==> config.mk <==
export PLATFORM = sky130hd
export DESIGN_NAME = gmma_addr
export DESIGN_NICKNAME = d
export VERILOG_FILES = /design/src/hw/rtl/gmma_pkg.sv /design/src/hw/rtl/gmma_addr.sv
export SDC_FILE = /design/constraint.sdc
export NUM_CORES = 1
export LEC_CHECK = 0
export BUFFER_PORTS_ARGS = -buffer_cell sky130_fd_sc_hd__buf_4
export CORE_ASPECT_RATIO = 0.7
export CORE_MARGIN = 8
export CORE_UTILIZATION = 45
export CTS_CLUSTER_SIZE = 40
export DETAILED_ROUTE_END_ITERATION = 8
export GPL_TIMING_DRIVEN = 0
export PLACE_DENSITY = 0.73
export SYNTH_ARGS = -nofsm -noshare
export SYNTH_HDL_FRONTEND = slang
export SYNTH_SLANG_ARGS = --single-unit
==> constraint.sdc <==
create_clock -name clk -period 12.4 [get_ports clk]
set_clock_uncertainty 0.2 [all_clocks]
set_input_delay 2.48 -clock clk [delete_from_list [all_inputs] [get_ports clk]]
set_output_delay 2.48 -clock clk [all_outputs]
set_load 0.005 [all_outputs]
==> src/hw/rtl/gmma_pkg.sv <==
// Shared types and constants for the grouped min/max accumulator.
package gmma_pkg;

	localparam logic [63:0] POS_INF_BITS = 64'h7FF0000000000000;
	localparam logic [63:0] NEG_INF_BITS = 64'hFFF0000000000000;
	localparam logic [63:0] NA_REAL_BITS = 64'h7FF00000000007A2;

	typedef enum logic [1:0] {
		ST_EMPTY = 2'd0,
		ST_VALUE = 2'd1,
		ST_NA    = 2'd2
	} slot_st_t;

	typedef enum logic [1:0] {
		REG_MODE_MAX    = 2'd0,
		REG_AXIS_MODE   = 2'd1,
		REG_GROUP_COUNT = 2'd2,
		REG_ROW_COUNT   = 2'd3
	} reg_idx_t;

	// item sequencer: idle, memory read issued, data back for modify/write
	typedef enum logic [1:0] {
		PH_IDLE   = 2'd0,
		PH_READ   = 2'd1,
		PH_MODIFY = 2'd2
	} phase_t;

	localparam logic KIND_ACC  = 1'b0;
	localparam logic KIND_READ = 1'b1;

	typedef struct packed {
		logic        mode_max;
		logic        axis_mode;
		logic [12:0] group_count;
		logic [12:0] row_count;
	} cfg_t;

	// strict a < b on IEEE doubles, false when either is NaN
	function automatic logic fp_lt(input logic [63:0] a, input logic [63:0] b);
		logic a_nan, b_nan, a_zero, b_zero;
		a_nan  = (a[62:52] == 11'h7FF) && (a[51:0] != 52'd0);
		b_nan  = (b[62:52] == 11'h7FF) && (b[51:0] != 52'd0);
		a_zero = (a[62:0] == 63'd0);
		b_zero = (b[62:0] == 63'd0);
		if (a_nan || b_nan)
			return 1'b0;
		if (a_zero && b_zero)
			return 1'b0;
		if (a[63] != b[63])
			return a[63];
		if (a[63])
			return a[62:0] > b[62:0];
		return a[62:0] < b[62:0];
	endfunction

endpackage

==> src/hw/rtl/gmma_addr.sv <==
// Slot address computation and range check, one register stage.
module gmma_addr import gmma_pkg::*; #(
	parameter int SLOT_DEPTH = 4096
) (
	input  logic                          clk,
	input  logic                          en,
	input  cfg_t                          cfg,
	input  logic [11:0]                   group,
	input  logic [11:0]                   row,
	output logic [$clog2(SLOT_DEPTH)-1:0] slot_s1,
	output logic                          bad_s1
);
	localparam int SW = $clog2(SLOT_DEPTH);

	logic [24:0] prod;
	logic [25:0] slot_full;
	logic        bad;

	// group * rows + row in axis mode, else group; then bounds
	always_comb begin
		prod = 25'(group) * 25'(cfg.row_count);
		slot_full = cfg.axis_mode ? (26'(prod) + 26'(row)) : 26'(group);
		bad = (13'(group) >= cfg.group_count) ||
			(cfg.axis_mode && (13'(row) >= cfg.row_count)) ||
			(slot_full >= 26'(SLOT_DEPTH));
	end

	// held for the whole item once loaded
	always_ff @(posedge clk) begin
		if (en) begin
			slot_s1 <= slot_full[SW-1:0];
			bad_s1  <= bad;
		end
	end
endmodule
==> impl_metrics.env, run 1 <==
export IMPL_wire_per_inst_um=17.27
export IMPL_fin_crit_sh_pct=70.28
export IMPL_cp_end_kind="flop"
export IMPL_area_growth_pct=11.22
export IMPL_grt_total_usage_pct=19.21
export IMPL_synth_compound_area_share_pct=9.482
export IMPL_grt_pass1_wl_um=31510
export IMPL_final_setup_tns_ns=0
export IMPL_yosys_area_share_xor_xnor_pct=1.446
export IMPL_cp_num_buf_inv=8
export IMPL_hold_class="input port to flop"
export IMPL_synth_fa_ha_area_share_pct=50.46
export IMPL_num_io_pins=67
export IMPL_cpPeakStageDelay_ns=0.56
export IMPL_path_cells="buf_4 -> clkbuf_1 -> nand2_1 -> fa_1 -> inv_1 -> fa_1 -> inv_1 -> fa_1 -> inv_1 -> fa_1 -> inv_1 -> fa_1 -> inv_1 -> ha_1 -> buf_2 -> a21oi_1 -> o21ai_1 -> and2_1 -> a31oi_1 -> a2111oi_0 -> o2111ai_1 -> nor4_1 -> a21oi_1"
export IMPL_critPathLaunchType="input port"
export IMPL_worstHoldPathCells=1
export IMPL_htree_num_levels=1
export IMPL_drc=0
export IMPL_required_ns=12.16
export IMPL_synth_async_reset_ratio_pct=0
export IMPL_total_power_mw=2.157
export IMPL_hold_violations=0
export IMPL_rsz0062_at_grt="no"
export IMPL_peakVddDrop_mv=0.2177
export IMPL_grt_start_max_net_pins=14
export IMPL_cts_buffer_depth=2
export IMPL_overflow=0
export IMPL_outcome="finished, final reports clean"
export IMPL_avgViaCountPerCell=5.366
export IMPL_whs_endpoint="slot_s1[6]"
export IMPL_synthMuxAreaShare_pct=2.117
export IMPL_maxCapViolations=0
export IMPL_final_antenna_net_count=0
export IMPL_port_buffers=64
export IMPL_fillers=1543
export IMPL_ys_types=60
export IMPL_post_cts_resized=0
export IMPL_core_mm2=0.01605
export IMPL_leakage_nw=4.241
export IMPL_cts_setup_buffers=0
export IMPL_die_x_um=167.9
export IMPL_cts_tree="built"
export IMPL_start_util_pct=45.29
export IMPL_min_from="en"
export IMPL_clock_sinks=13
export IMPL_gp_routability_congestion=0.9269
export IMPL_grt_pass1_vias=5996
export IMPL_fmax_ghz=0.1147
export IMPL_crit_family="adder cells"
export IMPL_cts_root_buf="clkbuf_16"
export IMPL_die_area_mm2=0.02055
export IMPL_dp_hpwl_um=17030
export IMPL_pwr_density_cell_mw_per_mm2=266.7
export IMPL_cts_hold_buf=0
export IMPL_finalSetupViolations=0
export IMPL_timing_slew_headroom_pct=44.73
export IMPL_synth_simple_area_share_pct=18.09
export IMPL_crit_fanout=10
export IMPL_antenna_cells=0
export IMPL_mostFrequentLayoutCell="inv_1"
export IMPL_clk_pin_slew_worst_paths_ns=0.04
export IMPL_postSynthAreaPerCell_um2=8.328
export IMPL_yosys_warnings=0
export IMPL_chipHeight_um=122.4
export IMPL_rows=39
export IMPL_final_cell_mix="inv_1 (208), fa_1 (122), nand2_1 (103)"
export IMPL_synth_edf_count=13
export IMPL_path_class="input port to flop"
export IMPL_worstPathArrival_ns=8.47
export IMPL_nNetsFinal=1216
export IMPL_synth_fp_nets=1147
export IMPL_routed_wl_um=19790
export IMPL_first_iter_violations=468
export IMPL_ys_ff_latch=13
export IMPL_drive_gt1_share_pct=10.31
export IMPL_antenna_found_initial=0
export IMPL_finalCriticalPeriod_ns=8.715
export IMPL_ys_flop_type="edfxtp_1"
export IMPL_synth_top_family_by_area="adder cells"
export IMPL_vias=6149
export IMPL_seq_area_frac_synth_pct=5.369
export IMPL_cts_buffers=3
export IMPL_tightest_slew_ns=0.8082
export IMPL_cp_slowest_cell="fa_1"
export IMPL_syn_area_mm2=0.007271
export IMPL_first_pass_iters=6
export IMPL_synth_cells=873
export IMPL_drv_slew=0
[power breakdown]
part	switching, mW	internal, mW	total [mW]
logic	1.20	0.812	2.02
clock network	0.0157	0.0431	0.0589
registers	0.00460	0.0764	0.0810
[per-layer routing]
metal  track usage (%)  wire length (um)
met5                 0                 0
met1             27.93              9173
met3             4.113              1844
met4             3.502               330
met2             29.23              8439
[through the flow]
stage | cells | cell area, um2 | worst slack (ns) | hold WS (ns) | util, %
6_report | 1146 | 8087 | 3.685 | 2.374 | 50.37
5_1_grt | 1146 | 8087 | 3.266 | 2.390 | 50.37
4_1_cts | 1146 | 8087 | 3.723 | 2.374 | 50.37
3_5_place_dp | 1142 | 8008 | 3.503 | 2.621 | 49.88
3_3_place_gp | 1142 | 8008 | 3.520 | 2.617 | 49.88
2_1_floorplan | 873 | 7271 | 4.569 | 2.393 | -
[how the worst max path moves through the flow]
stage / from / endpoint / slack (ns) / cells after the start
2_1_floorplan: group[8] / bad_s1 / 4.57 / 20
3_3_place_gp: group[3] / bad_s1 / 3.52 / 23
3_5_place_dp: group[5] / bad_s1 / 3.50 / 21
4_1_cts: group[5] / bad_s1 / 3.72 / 21
5_1_grt: group[5] / bad_s1 / 3.27 / 21
6_report: group[3] / bad_s1 / 3.69 / 23
[final cells by class]
cell class                      count  area, um2  share of cell area, %
Clock buffer                        4      78.83                 0.9748
Sequential cell                    13      390.4                  4.827
Timing Repair Buffer               64      480.5                  5.942
Multi-Input combinational cell    613       5932                  73.36
Buffer                             39      167.7                  2.073
Inverter                          208      780.7                  9.655
Tap cell                          205      256.5                  3.172
[state kept, by name (all words and copies together), names as in the netlist]
signal	count
bad_s1	1
slot_s1	12
[cell families (layout without fill, tap and decap cells)]
| kind of cell | count (synthesis) | after routing |
|---|---|---|
| mux | 14 | 14 |
| simple gates | 266 | 266 |
| buf+inv | 247 | 315 |
| fa+ha+maj | 220 | 220 |
| xor+xnor | 12 | 12 |
| flops | 13 | 13 |
| compound gates | 101 | 101 |
[cell usage after synthesis, types with 2 or more instances]
cell / number / area share [%]
nand2_1: 103 / 5.3
nor3b_1: 2 / 0.21
xnor2_1: 7 / 0.84
a21o_1: 3 / 0.31
fa_1: 122 / 34
and2_1: 72 / 6.2
a41oi_1: 2 / 0.24
a221o_1: 2 / 0.28
o21a_1: 6 / 0.62
a21oi_1: 26 / 1.8
xor2_1: 5 / 0.60
inv_1: 208 / 11
o21ai_1: 3 / 0.21
o31ai_1: 2 / 0.21
o2111ai_1: 3 / 0.36
a211o_1: 4 / 0.48
a211oi_1: 6 / 0.62
nor2_1: 36 / 1.9
nor4_1: 2 / 0.17
mux2_2: 11 / 1.7
nor3_1: 9 / 0.62
nand4_1: 8 / 0.69
ha_1: 98 / 17
clkbuf_1: 29 / 1.5
nand3_1: 8 / 0.55
edfxtp_1: 13 / 5.4
nand2b_1: 5 / 0.43
nor2b_1: 6 / 0.52
o21ai_0: 17 / 1.2
and3_1: 5 / 0.43
buf_2: 8 / 0.55
a31oi_1: 9 / 0.77
mux2i_1: 3 / 0.41
a2111oi_0: 2 / 0.24
nand2b_2: 2 / 0.24
o21bai_1: 2 / 0.21
No activity file was read; power rests on OpenSTA's default activity.
==> run 2: changes to the inputs <==
--- a/config.mk
+++ b/config.mk
@@ -5,6 +5,7 @@
 export SDC_FILE = /design/constraint.sdc
 export NUM_CORES = 1
 export LEC_CHECK = 0
+export ABC_AREA = 1
 export BUFFER_PORTS_ARGS = -buffer_cell sky130_fd_sc_hd__buf_4
 export CORE_ASPECT_RATIO = 0.7
 export CORE_MARGIN = 8
==> constraint.sdc (replaced) <==
create_clock -name clk -period 8.68 [get_ports clk]
set_clock_uncertainty 0.2 [all_clocks]
set_input_delay 1.736 -clock clk [delete_from_list [all_inputs] [get_ports clk]]
set_output_delay 1.736 -clock clk [all_outputs]
set_load 0.005 [all_outputs]
==> run 2 against run 1 <==
Against the previous run:
- power is 26% higher
- critical path depth is 2 higher
- critical path type unchanged
- first-iteration DRC count is 13% lower
- cell area is 2.6% higher
- clock power is 44% higher
- area after synthesis is 2.5% higher
- non-clock buffer count is 10 lower
- sequential share of layout area is 0.12 points lower
- largest power group unchanged
- clock-buffer cell count stayed put
- synthesized cell count is 23% higher
- critical endpoint unchanged
- sequential power is 37% higher
- hold slack worse by 0.73 ns
==> impl_metrics.env, run 2 <==
export IMPL_first_iter_violations=408
export IMPL_cts_root_buf="clkbuf_16"
export IMPL_mostFrequentLayoutCell="inv_1"
export IMPL_grt_pass1_vias=6632
export IMPL_ys_flop_type="edfxtp_1"
export IMPL_synth_edf_count=13
export IMPL_crit_fanout=10
export IMPL_required_ns=8.44
export IMPL_reg_largest_list="slot_s1: 12 flops, bad_s1: 1 flops"
export IMPL_core_mm2=0.01625
export IMPL_htree_num_levels=1
export IMPL_synth_fp_nets=1346
export IMPL_final_antenna_net_count=0
export IMPL_rsz0062_at_grt="no"
export IMPL_stdcell_count=1366
export IMPL_port_buffers=65
export IMPL_rows=39
export IMPL_crit_family="adder cells"
export IMPL_fmax_ghz=0.1366
export IMPL_ys_top_cells_by_count="inv_1 (339), nand2_1 (315), fa_1 (122)"
export IMPL_hold_class="input port to flop"
export IMPL_antenna_found_initial=0
export IMPL_synth_most_common_cell="inv_1"
export IMPL_grt_total_usage_pct=19.23
export IMPL_post_cts_resized=0
export IMPL_largest_reg_flops=12
export IMPL_cp_end_kind="flop"
export IMPL_yosys_warnings=0
export IMPL_placed_cell_area_mm2=0.008219
export IMPL_outcome="finished, final reports clean"
export IMPL_num_io_pins=67
export IMPL_ys_types=20
export IMPL_finalInstanceArea_mm2=0.008298
export IMPL_maxCapViolations=0
export IMPL_cp_num_buf_inv=8
export IMPL_fin_crit_sh_pct=84.36
export IMPL_die_x_um=169.8
export IMPL_seq_area_frac_synth_pct=5.240
export IMPL_routed_wl_um=19440
export IMPL_vias=6662
export IMPL_postSynthAreaPerCell_um2=6.949
export IMPL_timing_slew_headroom_pct=55.08
export IMPL_antenna_cells=0
export IMPL_path_class="input port to flop"
export IMPL_finalSetupViolations=0
export IMPL_cp_slowest_cell="fa_1"
export IMPL_gp_routability_congestion=0.9247
export IMPL_dp_hpwl_um=17240
export IMPL_peakVddDrop_mv=0.2228
export IMPL_cts_setup_buffers=0
export IMPL_wire_per_inst_um=14.23
export IMPL_drive_gt1_share_pct=6.573
export IMPL_nNetsFinal=1416
export IMPL_grt_pass1_wl_um=32390
export IMPL_grt_start_max_net_pins=14
export IMPL_synth_async_reset_ratio_pct=0
export IMPL_area_growth_pct=11.39
export IMPL_regMostFlops="slot_s1"
export IMPL_ys_ff_latch=13
export IMPL_pwr_density_cell_mw_per_mm2=327.0
export IMPL_place_ws_ns=1.170
export IMPL_drv_slew=0
export IMPL_postLayoutSetupSlackWorst_ns=1.358
export IMPL_fin_util_pct=51.07
export IMPL_drc=0
export IMPL_crit_top_cell="inv_1"
export IMPL_final_cell_mix="inv_1 (339), nand2_1 (315), fa_1 (122)"
export IMPL_overflow=0
export IMPL_chipHeight_um=123.7
export IMPL_final_setup_tns_ns=0
export IMPL_cpPeakStageDelay_ns=0.57
export IMPL_cts_buffer_depth=2
export IMPL_dpl_cell_count=1362
export IMPL_worstPathArrival_ns=7.08
export IMPL_cts_buffers=3
export IMPL_die_area_mm2=0.02099
export IMPL_tightest_slew_ns=0.6738
export IMPL_yosysTopAreaCellShare_pct=32.78
export IMPL_cts_hold_buf=0
export IMPL_synth_top_cell_by_area="fa_1"
export IMPL_hold_violations=0
export IMPL_critPathLaunchType="input port"
export IMPL_fillers=1635
export IMPL_avgViaCountPerCell=4.877
export IMPL_cts_tree="built"
export IMPL_first_pass_iters=5
export IMPL_start_util_pct=45.85
export IMPL_synth_cells=1072
export IMPL_clock_sinks=13
export IMPL_clk_pin_slew_worst_paths_ns=0.04
export IMPL_leakage_nw=5.217
export IMPL_syn_area_mm2=0.007450
export IMPL_ys_top_cells_by_area="fa_1 (33%), inv_1 (17%), ha_1 (16%)"
export IMPL_finalCriticalPeriod_ns=7.322
[run 2: changes by cell type in the layout (fill, tap and decap cells not counted), moves of 9 or more]
cell	change
inv_1	+131
a31oi_1	-9
nand2_1	+212
mux2_2	-11
nor2_1	-15
and2_1	-72
nand3_1	+35
[run 2: final cells by class]
type | count | area, um2 | area share (%)
flip-flops and latches | 13 | 390.4 | 4.704
clock buffers | 4 | 78.83 | 0.9499
well taps | 225 | 281.5 | 3.393
plain buffers | 28 | 106.4 | 1.282
repair buffers | 65 | 488.0 | 5.881
multi-input cells | 691 | 5677 | 68.41
inverters | 340 | 1276 | 15.38
[run 2: per-stage QoR]
stage	hold slack, ns	total power [mW]
after floorplan	1.649	2.001
after global placement	1.883	2.576
after detailed placement	1.890	2.618
after CTS	1.645	2.724
after global routing	1.653	3.097
final	1.640	2.714
[run 2: cells by family after synthesis]
logic type / Yosys count / share of synthesized area [%]
adder cells (fa/ha/maj): 220 / 49.24
AND/OR/NAND/NOR: 413 / 22.64
flip-flops: 13 / 5.240
buffers and inverters: 368 / 18.56
AO/OA/AOI/OAI: 52 / 3.611
XOR/XNOR: 6 / 0.7054
[run 2: path summary, 6_finish.rpt]
check | endpoint | cells after the start | start | slack [ns]
setup / recovery | bad_s1 | 25 | group[3] | 1.36
hold / removal | slot_s1[0] | 1 | en | 1.64
[run 2: layer usage]
layer / part of all wire [%] / vias up / GRT usage [%]
met1: 46 / 3146 / 26.73
li1: - / 3248 / -
met3: 9.3 / 27 / 4.212
met2: 43 / 241 / 30.40
met4: 1.9 / 0 / 4.242
met5: 0 / - / 0
[run 2: power by group]
group	leakage, nW	internal [mW]	switching [mW]	total, mW
clock	0.0382	0.0617	0.0230	0.0847
combinational	5.05	0.935	1.58	2.52
sequential	0.127	0.105	0.00541	0.111
